--- config.mk ---
export PLATFORM = sky130hd
export DESIGN_NAME = keypad_matrix_scan_decoder
export DESIGN_NICKNAME = d
export VERILOG_FILES = /design/src/rtl/kmsd_pkg.sv /design/src/rtl/kmsd_lane.sv /design/src/rtl/kmsd_merge.sv /design/src/rtl/keypad_matrix_scan_decoder.sv
export SDC_FILE = /design/constraint.sdc
export NUM_CORES = 1
export LEC_CHECK = 0
export ABC_CLOCK_PERIOD_IN_PS = 5410
export BUFFER_PORTS_ARGS = -buffer_cell sky130_fd_sc_hd__buf_2
export CAP_MARGIN = 20
export CORE_MARGIN = 2
export CORE_UTILIZATION = 41
export DETAILED_ROUTE_END_ITERATION = 8
export GPL_ROUTABILITY_DRIVEN = 0
export HOLD_SLACK_MARGIN = 0.15
export SLEW_MARGIN = 0
export SYNTH_ARGS = -nofsm -noshare
export SYNTH_HDL_FRONTEND = slang
export SYNTH_SLANG_ARGS = --single-unit
--- constraint.sdc ---
create_clock -name clk -period 5.41 [get_ports clk]
set_input_delay 0.541 -clock clk [delete_from_list [all_inputs] [get_ports clk]]
set_output_delay 0.541 -clock clk [all_outputs]
set_load 0.02 [all_outputs]
--- src/rtl/kmsd_pkg.sv ---
// shared constants, types and key map of the keypad matrix scan decoder
package kmsd_pkg;

    // matrix geometry: bit row*ROW_STRIDE+column of a scan
    localparam int ROWS       = 3;
    localparam int COLUMNS    = 8;
    localparam int ROW_STRIDE = 8;
    localparam int NUM_KEYS   = 24;
    localparam int KEY_W      = $clog2(NUM_KEYS + 1);
    localparam int ROW_W      = $clog2(ROW_STRIDE);

    // beat layouts
    localparam int KEYS_W   = 24;
    localparam int TIME_W   = 32;
    localparam int CODE_W   = 8;
    localparam int THRESH_W = 16;
    localparam int IN_W     = 56;
    localparam int OUT_W    = 16;
    localparam int CFG_IDX_W  = 3;
    localparam int CFG_DATA_W = 16;

    // register indexes
    localparam logic [CFG_IDX_W-1:0] REG_THRESHOLD = 3'd0;
    localparam logic [CFG_IDX_W-1:0] REG_STORE     = 3'd1;
    localparam logic [CFG_IDX_W-1:0] REG_RESET     = 3'd2;
    localparam logic [CFG_IDX_W-1:0] REG_ADDRESS   = 3'd3;
    localparam logic [CFG_IDX_W-1:0] REG_DATA      = 3'd4;
    localparam logic [CFG_IDX_W-1:0] REG_GO        = 3'd5;
    localparam logic [CFG_IDX_W-1:0] REG_COUNTER   = 3'd6;
    localparam logic [CFG_IDX_W-1:0] REG_STEP      = 3'd7;

    localparam logic [THRESH_W-1:0] THRESHOLD_RESET = 16'd1000;

    // special keys
    localparam logic [KEY_W-1:0] STEP_INDEX  = 5'd16;
    localparam logic [KEY_W-1:0] PLUS_INDEX  = 5'd19;
    localparam logic [KEY_W-1:0] LEFT_INDEX  = 5'd20;
    localparam logic [KEY_W-1:0] RIGHT_INDEX = 5'd21;

    localparam logic [CODE_W-1:0] LEFT_CODE  = 8'h3C;
    localparam logic [CODE_W-1:0] RIGHT_CODE = 8'h3E;

    typedef logic [REG_STEP:REG_STORE][CODE_W-1:0] code_bank_t;

    // per-lane findings
    typedef struct packed {
        logic              pressed;
        logic              is_plus;
        logic [CODE_W-1:0] code;
        logic [CODE_W-1:0] long_code;
    } lane_out_t;

    // merged view of one scan
    typedef struct packed {
        logic              any;
        logic              multi;
        logic [KEY_W-1:0]  idx;
        logic              is_plus;
        logic [CODE_W-1:0] code;
        logic [CODE_W-1:0] long_code;
    } merge_t;

    // true when a bit position lies inside the scanned rows and columns
    function automatic logic in_matrix(input logic [KEY_W-1:0] idx);
        logic [KEY_W-1:0] row;
        logic [KEY_W-1:0] col;
        row = idx >> ROW_W;
        col = idx & KEY_W'(ROW_STRIDE - 1);
        return (int'(row) < ROWS) && (int'(col) < COLUMNS) && (int'(idx) < NUM_KEYS);
    endfunction

    // key map: fixed ascii codes, function keys from the code bank
    function automatic logic [CODE_W-1:0] map_key(input logic [KEY_W-1:0] idx,
                                                  input code_bank_t bank);
        logic [CODE_W-1:0] c;
        case (idx)
            5'd0:    c = bank[REG_STORE];
            5'd1:    c = 8'h36;
            5'd2:    c = 8'h35;
            5'd3:    c = 8'h34;
            5'd4:    c = 8'h33;
            5'd5:    c = 8'h32;
            5'd6:    c = 8'h31;
            5'd7:    c = 8'h30;
            5'd8:    c = bank[REG_RESET];
            5'd9:    c = 8'h44;
            5'd10:   c = 8'h43;
            5'd11:   c = 8'h42;
            5'd12:   c = 8'h41;
            5'd13:   c = 8'h39;
            5'd14:   c = 8'h38;
            5'd15:   c = 8'h37;
            5'd16:   c = bank[REG_STEP];
            5'd17:   c = bank[REG_COUNTER];
            5'd18:   c = bank[REG_GO];
            5'd19:   c = 8'h2B;
            5'd20:   c = bank[REG_DATA];
            5'd21:   c = bank[REG_ADDRESS];
            5'd22:   c = 8'h46;
            5'd23:   c = 8'h45;
            default: c = '0;
        endcase
        return c;
    endfunction

endpackage

--- src/rtl/kmsd_lane.sv ---
// one key lane: gates the key bit and looks up its codes
module kmsd_lane
    import kmsd_pkg::*;
(
    input  logic             key_bit,
    input  logic [KEY_W-1:0] lane_idx,
    input  code_bank_t       bank,
    output lane_out_t        lane_out
);

    // press, plus flag and short code
    always_comb
    begin
        lane_out.pressed = key_bit & in_matrix(lane_idx);
        lane_out.is_plus = (lane_idx == PLUS_INDEX);
        lane_out.code    = map_key(lane_idx, bank);
        // long-press code, zero for keys without one
        if (lane_idx == LEFT_INDEX)
        begin
            lane_out.long_code = LEFT_CODE;
        end
        else if (lane_idx == RIGHT_INDEX)
        begin
            lane_out.long_code = RIGHT_CODE;
        end
        else if (lane_idx == STEP_INDEX)
        begin
            lane_out.long_code = bank[REG_STEP];
        end
        else
        begin
            lane_out.long_code = '0;
        end
    end

endmodule

--- src/rtl/kmsd_merge.sv ---
// merges the lanes: last pressed key in scan order and whether several are down
module kmsd_merge
    import kmsd_pkg::*;
(
    input  lane_out_t [NUM_KEYS-1:0] lanes,
    output merge_t                   merged
);

    // priority pick of the highest pressed lane
    always_comb
    begin
        merged = '0;
        for (int i = 0; i < NUM_KEYS; i++)
        begin
            if (lanes[i].pressed)
            begin
                merged.multi     = merged.any;
                merged.any       = 1'b1;
                merged.idx       = KEY_W'(i);
                merged.is_plus   = lanes[i].is_plus;
                merged.code      = lanes[i].code;
                merged.long_code = lanes[i].long_code;
            end
        end
    end

endmodule

--- src/rtl/keypad_matrix_scan_decoder.sv ---
// top level: configuration registers, key and hold-timer state, result register
//
// Each beat on the input is one full scan of the 3x8 key matrix with the
// millisecond time; each scan yields exactly one result beat (key code, zero
// when no event, and the plus-held flag). A scan is taken every clock cycle
// while the output is not stalled, and its result appears on the output in
// the cycle after: 24 key lanes and a merge stage resolve the scan as
// combinational logic, and the remembered key and hold timer are updated in
// that same cycle. The result register is the only buffer, so input ready
// follows output ready while a result waits. Configuration writes take effect
// at once; the user must make them while no scan is in flight (not enforced).
module keypad_matrix_scan_decoder
    import kmsd_pkg::*;
(
    input  logic                  clk,
    input  logic                  rst_n,
    // configuration write port
    input  logic                  cfg_we,
    input  logic [CFG_IDX_W-1:0]  cfg_index,
    input  logic [CFG_DATA_W-1:0] cfg_data,
    // scan input
    input  logic                  s_tvalid,
    output logic                  s_tready,
    input  logic [IN_W-1:0]       s_tdata,   // pressed_keys[23:0], now_ms[55:24]
    // result output
    output logic                  m_tvalid,
    input  logic                  m_tready,
    output logic [OUT_W-1:0]      m_tdata    // key_code[7:0], plus_held[8], zero[15:9]
);

    logic [THRESH_W-1:0]   thresh_reg;
    code_bank_t            bank_reg;
    logic [KEY_W-1:0]      key_reg;
    logic [KEY_W-1:0]      key_next;
    logic [TIME_W-1:0]     start_reg;
    logic [TIME_W-1:0]     start_next;
    logic                  out_valid_reg;
    logic [CODE_W-1:0]     out_code_reg;
    logic [CODE_W-1:0]     out_code_next;
    logic                  out_plus_reg;
    logic                  out_plus_next;
    logic                  accept;
    logic [KEYS_W-1:0]     keys;
    logic [TIME_W-1:0]     now;
    logic [TIME_W-1:0]     elapsed;
    logic                  held;
    logic                  same_key;
    lane_out_t [NUM_KEYS-1:0] lanes;
    merge_t                merged;

    assign keys     = s_tdata[KEYS_W-1:0];
    assign now      = s_tdata[KEYS_W +: TIME_W];
    assign s_tready = ~out_valid_reg | m_tready;
    assign accept   = s_tvalid & s_tready;

    // configuration registers
    always_ff @(posedge clk or negedge rst_n)
    begin
        if (!rst_n)
        begin
            thresh_reg <= THRESHOLD_RESET;
            for (int i = REG_STORE; i <= REG_STEP; i++)
            begin
                bank_reg[i] <= CODE_W'(127 + i);
            end
        end
        else if (cfg_we)
        begin
            if (cfg_index == REG_THRESHOLD)
            begin
                thresh_reg <= cfg_data[THRESH_W-1:0];
            end
            else
            begin
                bank_reg[cfg_index] <= cfg_data[CODE_W-1:0];
            end
        end
    end

    // one lane per key
    for (genvar g = 0; g < NUM_KEYS; g++)
    begin : g_lane
        kmsd_lane u_lane (
            .key_bit  (keys[g]),
            .lane_idx (KEY_W'(g)),
            .bank     (bank_reg),
            .lane_out (lanes[g])
        );
    end

    kmsd_merge u_merge (
        .lanes  (lanes),
        .merged (merged)
    );

    // hold timer with wrapping difference
    assign elapsed  = now - start_reg;
    assign held     = elapsed > {{(TIME_W-THRESH_W){1'b0}}, thresh_reg};
    assign same_key = ~merged.multi & (key_reg == (merged.idx + KEY_W'(1)));

    // scan resolution: with several keys down the last one always differs
    always_comb
    begin
        key_next      = key_reg;
        start_next    = start_reg;
        out_code_next = '0;
        out_plus_next = merged.any & merged.is_plus;
        if (!merged.any)
        begin
            key_next = '0;
        end
        else if (!same_key)
        begin
            key_next      = merged.idx + KEY_W'(1);
            out_code_next = merged.code;
            start_next    = now;
        end
        else if (held)
        begin
            out_code_next = merged.long_code;
            start_next    = now;
        end
    end

    // key state and timer start
    always_ff @(posedge clk or negedge rst_n)
    begin
        if (!rst_n)
        begin
            key_reg   <= '0;
            start_reg <= '0;
        end
        else if (accept)
        begin
            key_reg   <= key_next;
            start_reg <= start_next;
        end
    end

    // result register
    always_ff @(posedge clk or negedge rst_n)
    begin
        if (!rst_n)
        begin
            out_valid_reg <= 1'b0;
        end
        else if (s_tready)
        begin
            out_valid_reg <= s_tvalid;
        end
    end

    always_ff @(posedge clk)
    begin
        if (accept)
        begin
            out_code_reg <= out_code_next;
            out_plus_reg <= out_plus_next;
        end
    end

    assign m_tvalid = out_valid_reg;
    assign m_tdata  = {{(OUT_W-CODE_W-1){1'b0}}, out_plus_reg, out_code_reg};

    // remembered key stays a valid key number
    a_key_range: assert property (@(posedge clk) disable iff (!rst_n)
        int'(key_reg) <= NUM_KEYS)
        else $error("remembered key out of range");

    // an empty scan forgets the remembered key
    a_empty_clears: assert property (@(posedge clk) disable iff (!rst_n)
        accept && (keys == '0) |=> key_reg == '0)
        else $error("empty scan kept a remembered key");

    // plus flag shown only while plus is the remembered key
    a_plus_key: assert property (@(posedge clk) disable iff (!rst_n)
        out_valid_reg && out_plus_reg |-> key_reg == (PLUS_INDEX + KEY_W'(1)))
        else $error("plus flag without plus key remembered");

    // every reported event restarts the hold timer
    a_event_restarts: assert property (@(posedge clk) disable iff (!rst_n)
        accept && (out_code_next != '0) |=> start_reg == $past(now))
        else $error("key event did not restart hold timer");

    // an accepted scan always yields a result beat
    a_scan_result: assert property (@(posedge clk) disable iff (!rst_n)
        accept |=> out_valid_reg)
        else $error("accepted scan produced no result");

endmodule

# Word-level counts from Yosys, hierarchy flattened
# Cells that the tools add are included.
# totals
input_bits,80
elab_cells,103
regBits,119
output_inout_bits,18
# classes
n_addsub,2
n_eq_ne,5
bitwise,6
reduce_logical,6
magnitude_cmp,3
mux,68
# ops
cell,count
one-hot mux 8 bit (24 select lines),24
2-to-1 mux 24 bit,24
2-to-1 mux 32 bit,5
2-to-1 mux 56 bit,2
bitwise mux 56 bit,1
2-to-1 mux 8 bit,6
> comparator 32 x 16 -> 1 bit,1
2-to-1 mux 16 bit,2
subtractor 32 bit,1
demux 8 bit (select 3 bit),1
2-to-1 mux 5 bit,3
AND reduction 2 bit,3
"adder 5 x 1 -> 5 bit, second input constant",1
equality test 5 bit,1
"< comparator 3 x 4 -> 1 bit, second input constant",1
"!= test 2 bit, second input constant",2
AND 1 bit,3
">= comparator 3 x 1 -> 1 bit, second input constant",1
logical NOT 3 bit,1
"!= test 3 bit, second input constant",1
AND reduction 3 bit,1
"!= test 2 x 1 -> 1 bit, second input constant",1
inverter 1 bit,2
logical AND 1 bit,1
bitwise OR 1 bit,1

# Longest topological paths before layout
# depth
word_depth,32
depth_mapped,23
depth_no_buf,21

# Cells and area by module
# Synthesis repeated with hierarchy kept, for this count alone.
# unflattened
hier_cells,4597
hier_area_um2,31889.3
# modules_own_cells
mod,seq_area_each_um2,area_each_um2,n_inst,cells_each
kmsd_lane,0.0,859.6,24,136
keypad_matrix_scan_decoder,3050.4,7619.8,1,743
kmsd_merge,0.0,3639.7,1,590

# Worst setup path before layout
# OpenSTA, ideal clock, no wires.
# synth_timing
path_kind,input to register
startpoint,in s_tdata[25]
endpoint,reg start_reg[27]
path_slack_ns,0.947
n_path_buf,2
t_required_ns,5.323
arrival_time_ns,4.377
cell_stages,21
setup_ns,0.087
path_cell_list,ha_1 > nor2b_1 > o31ai_2 > a31oi_4 > nand2b_1 > and2_1 > o21ai_0 > nand2b_1 > xor2_1 > ha_1 > nand4_1 > nor4_1 > a211oi_1 > a21oi_1 > o2111a_1 > nand4_1 > a311o_1 > or2_1 > buf_6 > buf_8 > o211ai_1
# synth_between
elab_chain_cells,4
# synth_lines
element,line_no,source
from (decl),keypad_matrix_scan_decoder.sv:24,"input logic [IN_W-1:0] s_tdata,"
subtractor 32 bit,keypad_matrix_scan_decoder.sv:97,assign elapsed = now - start_reg;
> comparator 32 x 16 -> 1 bit,keypad_matrix_scan_decoder.sv:98,"assign held = elapsed > {{(TIME_W-THRESH_W){1'b0}}, thresh_reg};"
!= test 3 bit (no source line),--,
AND reduction 3 bit (no source line),--,
to (signal assigned),keypad_matrix_scan_decoder.sv:136,start_reg <= start_next;
to (decl),keypad_matrix_scan_decoder.sv:35,logic [TIME_W-1:0] start_reg;
# No other way between the ends.
# A chain may end at the register's enable or synchronous reset.

# Worst setup path in the final report
# layout_timing
startpoint,reg start_reg[1]
endpoint,reg out_code_reg[5] (data pin)
# layout_between
elab_chain_cells,7
# layout_lines
element,line_no,source
subtractor 32 bit,keypad_matrix_scan_decoder.sv:97,
> comparator 32 x 16 -> 1 bit,keypad_matrix_scan_decoder.sv:98,
2-to-1 mux 8 bit,keypad_matrix_scan_decoder.sv:118,else if (held)
2-to-1 mux 8 bit,keypad_matrix_scan_decoder.sv:112,else if (!same_key)
2-to-1 mux 8 bit,keypad_matrix_scan_decoder.sv:108,if (!merged.any)
2-to-1 mux 8 bit,keypad_matrix_scan_decoder.sv:112,
2-to-1 mux 8 bit,keypad_matrix_scan_decoder.sv:108,
to (signal assigned),keypad_matrix_scan_decoder.sv:157,out_code_reg <= out_code_next;
to (decl),keypad_matrix_scan_decoder.sv:38,logic [CODE_W-1:0] out_code_reg;
# No other way between the ends. The select of a mux whose other input is x is not followed.

==> results.sh <==
export IMPL_cts_tree="done"
export IMPL_synth_top_family_by_area="compound AO/OA/AOI/OAI gates"
export IMPL_die_h_um=159
export IMPL_drt_initial_drc_count=717
export IMPL_syn_area_per_cell_um2=8.54
export IMPL_final_common_cell="nand2_1"
export IMPL_routedWlPerCell_um=19.5
export IMPL_skew_ns=0.0105
export IMPL_grt_pass1_wl_mm=49.1
export IMPL_largest_reg_flops=56
export IMPL_cp_endpoint="out_code_reg[5]$_SDFFCE_PP0P_"
export IMPL_clk_pin_slew_ns=0.07
export IMPL_cp_required_ns=5.57
export IMPL_drcViolationCount=0
export IMPL_viasPerCell=6.02
export IMPL_areaGrowthSynthToFinish_pct=12.7
export IMPL_start_util_pct=42.0
export IMPL_drv_cap=0
export IMPL_firstDrtPassIters=7
export IMPL_ir_drop_mv=0.190
export IMPL_core_rowCount=56
export IMPL_cts_setup_buffers=0
export IMPL_cts_resized_gates=0
export IMPL_finalSetupTns_ns=0
export IMPL_cp_slowest_cell="nor4_1"
export IMPL_fp_dieW_um=159
export IMPL_async_flop_share_pct=92.4
export IMPL_hold_path_class="input pin to asynchronous set/reset pin"
export IMPL_synth_area_um2=9890
export IMPL_final_max_slew_viol_count=0
export IMPL_critical_path_class="flip-flop to flip-flop"
export IMPL_path_cells="inv_1 > ha_1 > nor2b_1 > o31ai_2 > a31oi_4 > nand2b_1 > and2_1 > o21ai_0 > nand2b_1 > xor2_1 > ha_1 > nand4_1 > nor4_1 > a211oi_1 > a21oi_1 > o2111a_1 > nand4_1 > a311o_1 > nor3_2 > o22ai_1"
export IMPL_wl_mm=29.9
export IMPL_reg2reg_from="start_reg[1]$_DFFE_PN0P_"
export IMPL_worst_slew_pin_slew_ns=0.908
export IMPL_hold_viol_final=0
export IMPL_cts_sinks=119
export IMPL_antennaDiodeCount=0
export IMPL_clk_latency_ns=0.43
export IMPL_path_max_fanout=7
export IMPL_final_area_um2=11100
export IMPL_setup_viol=0
export IMPL_final_cell_mix="nand2_1, a21oi_1, o21ai_0"
export IMPL_seq_area_frac_synth_pct=30.9
export IMPL_finalPower_mw=3.98
export IMPL_yosys_area_share_xor_xnor_pct=2.18
export IMPL_powerDensity_nw_per_um2=357
export IMPL_synth_mux_area_share_pct=6.76
export IMPL_r2r_end="out_code_reg[5]$_SDFFCE_PP0P_"
export IMPL_critPathTopFamily="simple AND/OR/NAND/NOR gates"
export IMPL_clockBufferDepth=2
export IMPL_period_minus_slack_ns=4.95
export IMPL_io_pins=98
export IMPL_grt_usage_pct=23.9
export IMPL_synthSimpleGateAreaFrac_pct=18.6
export IMPL_crit_path_max_incr_delay_ns=0.48
export IMPL_synth_seq_cells=119
export IMPL_r2r_setup_slack_ns=0.46
export IMPL_dpl_hpwl_mm=21.2
export IMPL_io_buffers=90
export IMPL_r2r_cells=20
export IMPL_fin_nets=1334
export IMPL_core_area_um2=23500
export IMPL_cts_made_buffers=17
export IMPL_crit_cells=20
export IMPL_grt_pass1_vias=9060
export IMPL_critPathLaunch="start_reg[1]$_DFFE_PN0P_"
export IMPL_synth_flop_cell="dfrtp_1"
export IMPL_max_clock_freq_ghz=0.202
export IMPL_drive_above_1_share_pct=22.7
export IMPL_route_vias_total=9256
export IMPL_p_leak_nw=4.70
export IMPL_startpoint_type="flip-flop"
export IMPL_period_share_pct=91.4
export IMPL_cp_arrival_ns=5.10
export IMPL_syn_inst=1158
export IMPL_overflow=0
export IMPL_dieArea_um2=25400
export IMPL_endpoint_kind="flip-flop"
export IMPL_synth_edf_count=9
export IMPL_root_buffer="clkbuf_16"
export IMPL_ys_warn_count=0
export IMPL_antenna_left=0
export IMPL_max_slew_margin_pct=39.5
export IMPL_synth_compound_area_share_pct=27.9
export IMPL_path_buf_inv=1
export IMPL_rsz0062_at_grt="false"
export IMPL_placed_cell_area_um2=10500
export IMPL_cts_hold_buf=0
export IMPL_synthDistinctLibCells=89
export IMPL_ctsHtreeMaxLevel=4
export IMPL_antenna_found_initial=0
export IMPL_status="finished, final reports clean"
export IMPL_synthAdderAreaFrac_pct=6.28
export IMPL_grt_max_degree=68
## cells in the mapped netlist, types with 5 or more instances
| master | number | area share (%) |
|---|---|---|
| o21ai_0 | 90 | 4.6 |
| dfstp_2 | 22 | 5.8 |
| nand4_1 | 14 | 0.89 |
| a211oi_1 | 13 | 0.99 |
| o21bai_1 | 5 | 0.38 |
| nand2_1 | 99 | 3.8 |
| a2111oi_0 | 5 | 0.44 |
| o31ai_1 | 5 | 0.38 |
| nand3_1 | 56 | 2.8 |
| buf_2 | 17 | 0.86 |
| clkbuf_1 | 53 | 2.0 |
| a21o_1 | 11 | 0.84 |
| dfrtp_1 | 88 | 22 |
| nor4_1 | 8 | 0.51 |
| a211o_1 | 5 | 0.44 |
| mux2_2 | 54 | 6.2 |
| and2_1 | 8 | 0.51 |
| o22ai_1 | 37 | 2.3 |
| nand4b_1 | 5 | 0.44 |
| mux2i_1 | 6 | 0.61 |
| ha_1 | 48 | 6.1 |
| o211ai_1 | 12 | 0.91 |
| nor3_1 | 21 | 1.1 |
| xor2_1 | 12 | 1.1 |
| inv_1 | 81 | 3.1 |
| nor2_1 | 42 | 1.6 |
| nor2b_1 | 9 | 0.57 |
| and3_1 | 37 | 2.3 |
| o21a_1 | 7 | 0.53 |
| xnor2_1 | 10 | 0.89 |
| a31oi_1 | 9 | 0.57 |
| buf_4 | 8 | 0.61 |
| edfxtp_1 | 9 | 2.7 |
| a21oi_1 | 95 | 4.8 |
| o221ai_1 | 5 | 0.44 |
| o211ai_2 | 28 | 3.5 |
| nand2b_1 | 14 | 0.89 |
## where the power goes
group	switching [mW]	leakage, nW	internal, mW	total [mW]
Combinational	0.919	3.04	0.609	1.53
Clock	0.504	0.313	0.748	1.25
Sequential	0.0921	1.34	1.10	1.20
Total	1.52	4.70	2.46	3.98
## per-stage QoR
step           std cells  hold slack [ns]  setup slack [ns]  utilization, %
3_3_place_gp        1504            0.490             0.457            44.6
3_5_place_dp        1504            0.494             0.260            44.6
6_report            1537            0.239             0.464            47.3
4_1_cts             1536            0.271             0.514            47.3
5_1_grt             1537            0.309            0.0446            47.3
2_1_floorplan       1164            0.245             0.947               -
## final cells by class
class / instances / area (um2)
multi-input cells: 877 / 6150
well taps: 319 / 399
flip-flops and latches: 119 / 3050
clock inverters: 15 / 205
clock buffers: 17 / 425
fillers: 2367 / 12400
repair buffers: 109 / 608
inverters: 81 / 304
## worst reg2reg max path, cell delays in order (launching register included)
cell and delay [ns]:
dfrtp_1 0.37, inv_1 0.11, ha_1 0.24, nor2b_1 0.15, o31ai_2 0.30, a31oi_4 0.20
nand2b_1 0.20, and2_1 0.19, o21ai_0 0.17, nand2b_1 0.09, xor2_1 0.14, ha_1 0.31
nand4_1 0.15, nor4_1 0.48, a211oi_1 0.12, a21oi_1 0.14, o2111a_1 0.19, nand4_1 0.09
a311o_1 0.39, nor3_2 0.48, o22ai_1 0.17
## worst min path at each step
stage                             start  slack [ns]  cells past startpoint                        to
2_1_floorplan                     rst_n        0.25                      0   bank_reg[0]$_DFFE_PN0P_
3_3_place_gp   bank_reg[35]$_DFFE_PN0P_        0.49                      1  bank_reg[35]$_DFFE_PN0P_
3_5_place_dp   bank_reg[19]$_DFFE_PN0P_        0.49                      1  bank_reg[19]$_DFFE_PN0P_
4_1_cts                           rst_n        0.27                      1  bank_reg[29]$_DFFE_PN0P_
5_1_grt                           rst_n        0.31                      1  bank_reg[37]$_DFFE_PN0P_
6_report                          rst_n        0.24                      1  bank_reg[37]$_DFFE_PN0P_
## routing by layer
layer	track usage, %	part of all wire (%)	vias to the layer above
li1	-	-	4411
met1	33.6	47	4522
met2	36.6	45	284
met3	5.70	6.4	39
met4	6.86	1.7	0
met5	0	0	-
## cell families (layout without fill, tap and decap cells)
kind of cell / count (synthesis) / after routing
AO/OA/AOI/OAI: 391 / 391
XOR/XNOR: 23 / 23
adder cells (fa/ha/maj): 49 / 49
buffers and inverters: 168 / 222
flip-flops: 119 / 119
multiplexers: 60 / 60
other: 1 / 7
AND/OR/NAND/NOR: 347 / 347
Power figures use the tool's default switching activity.
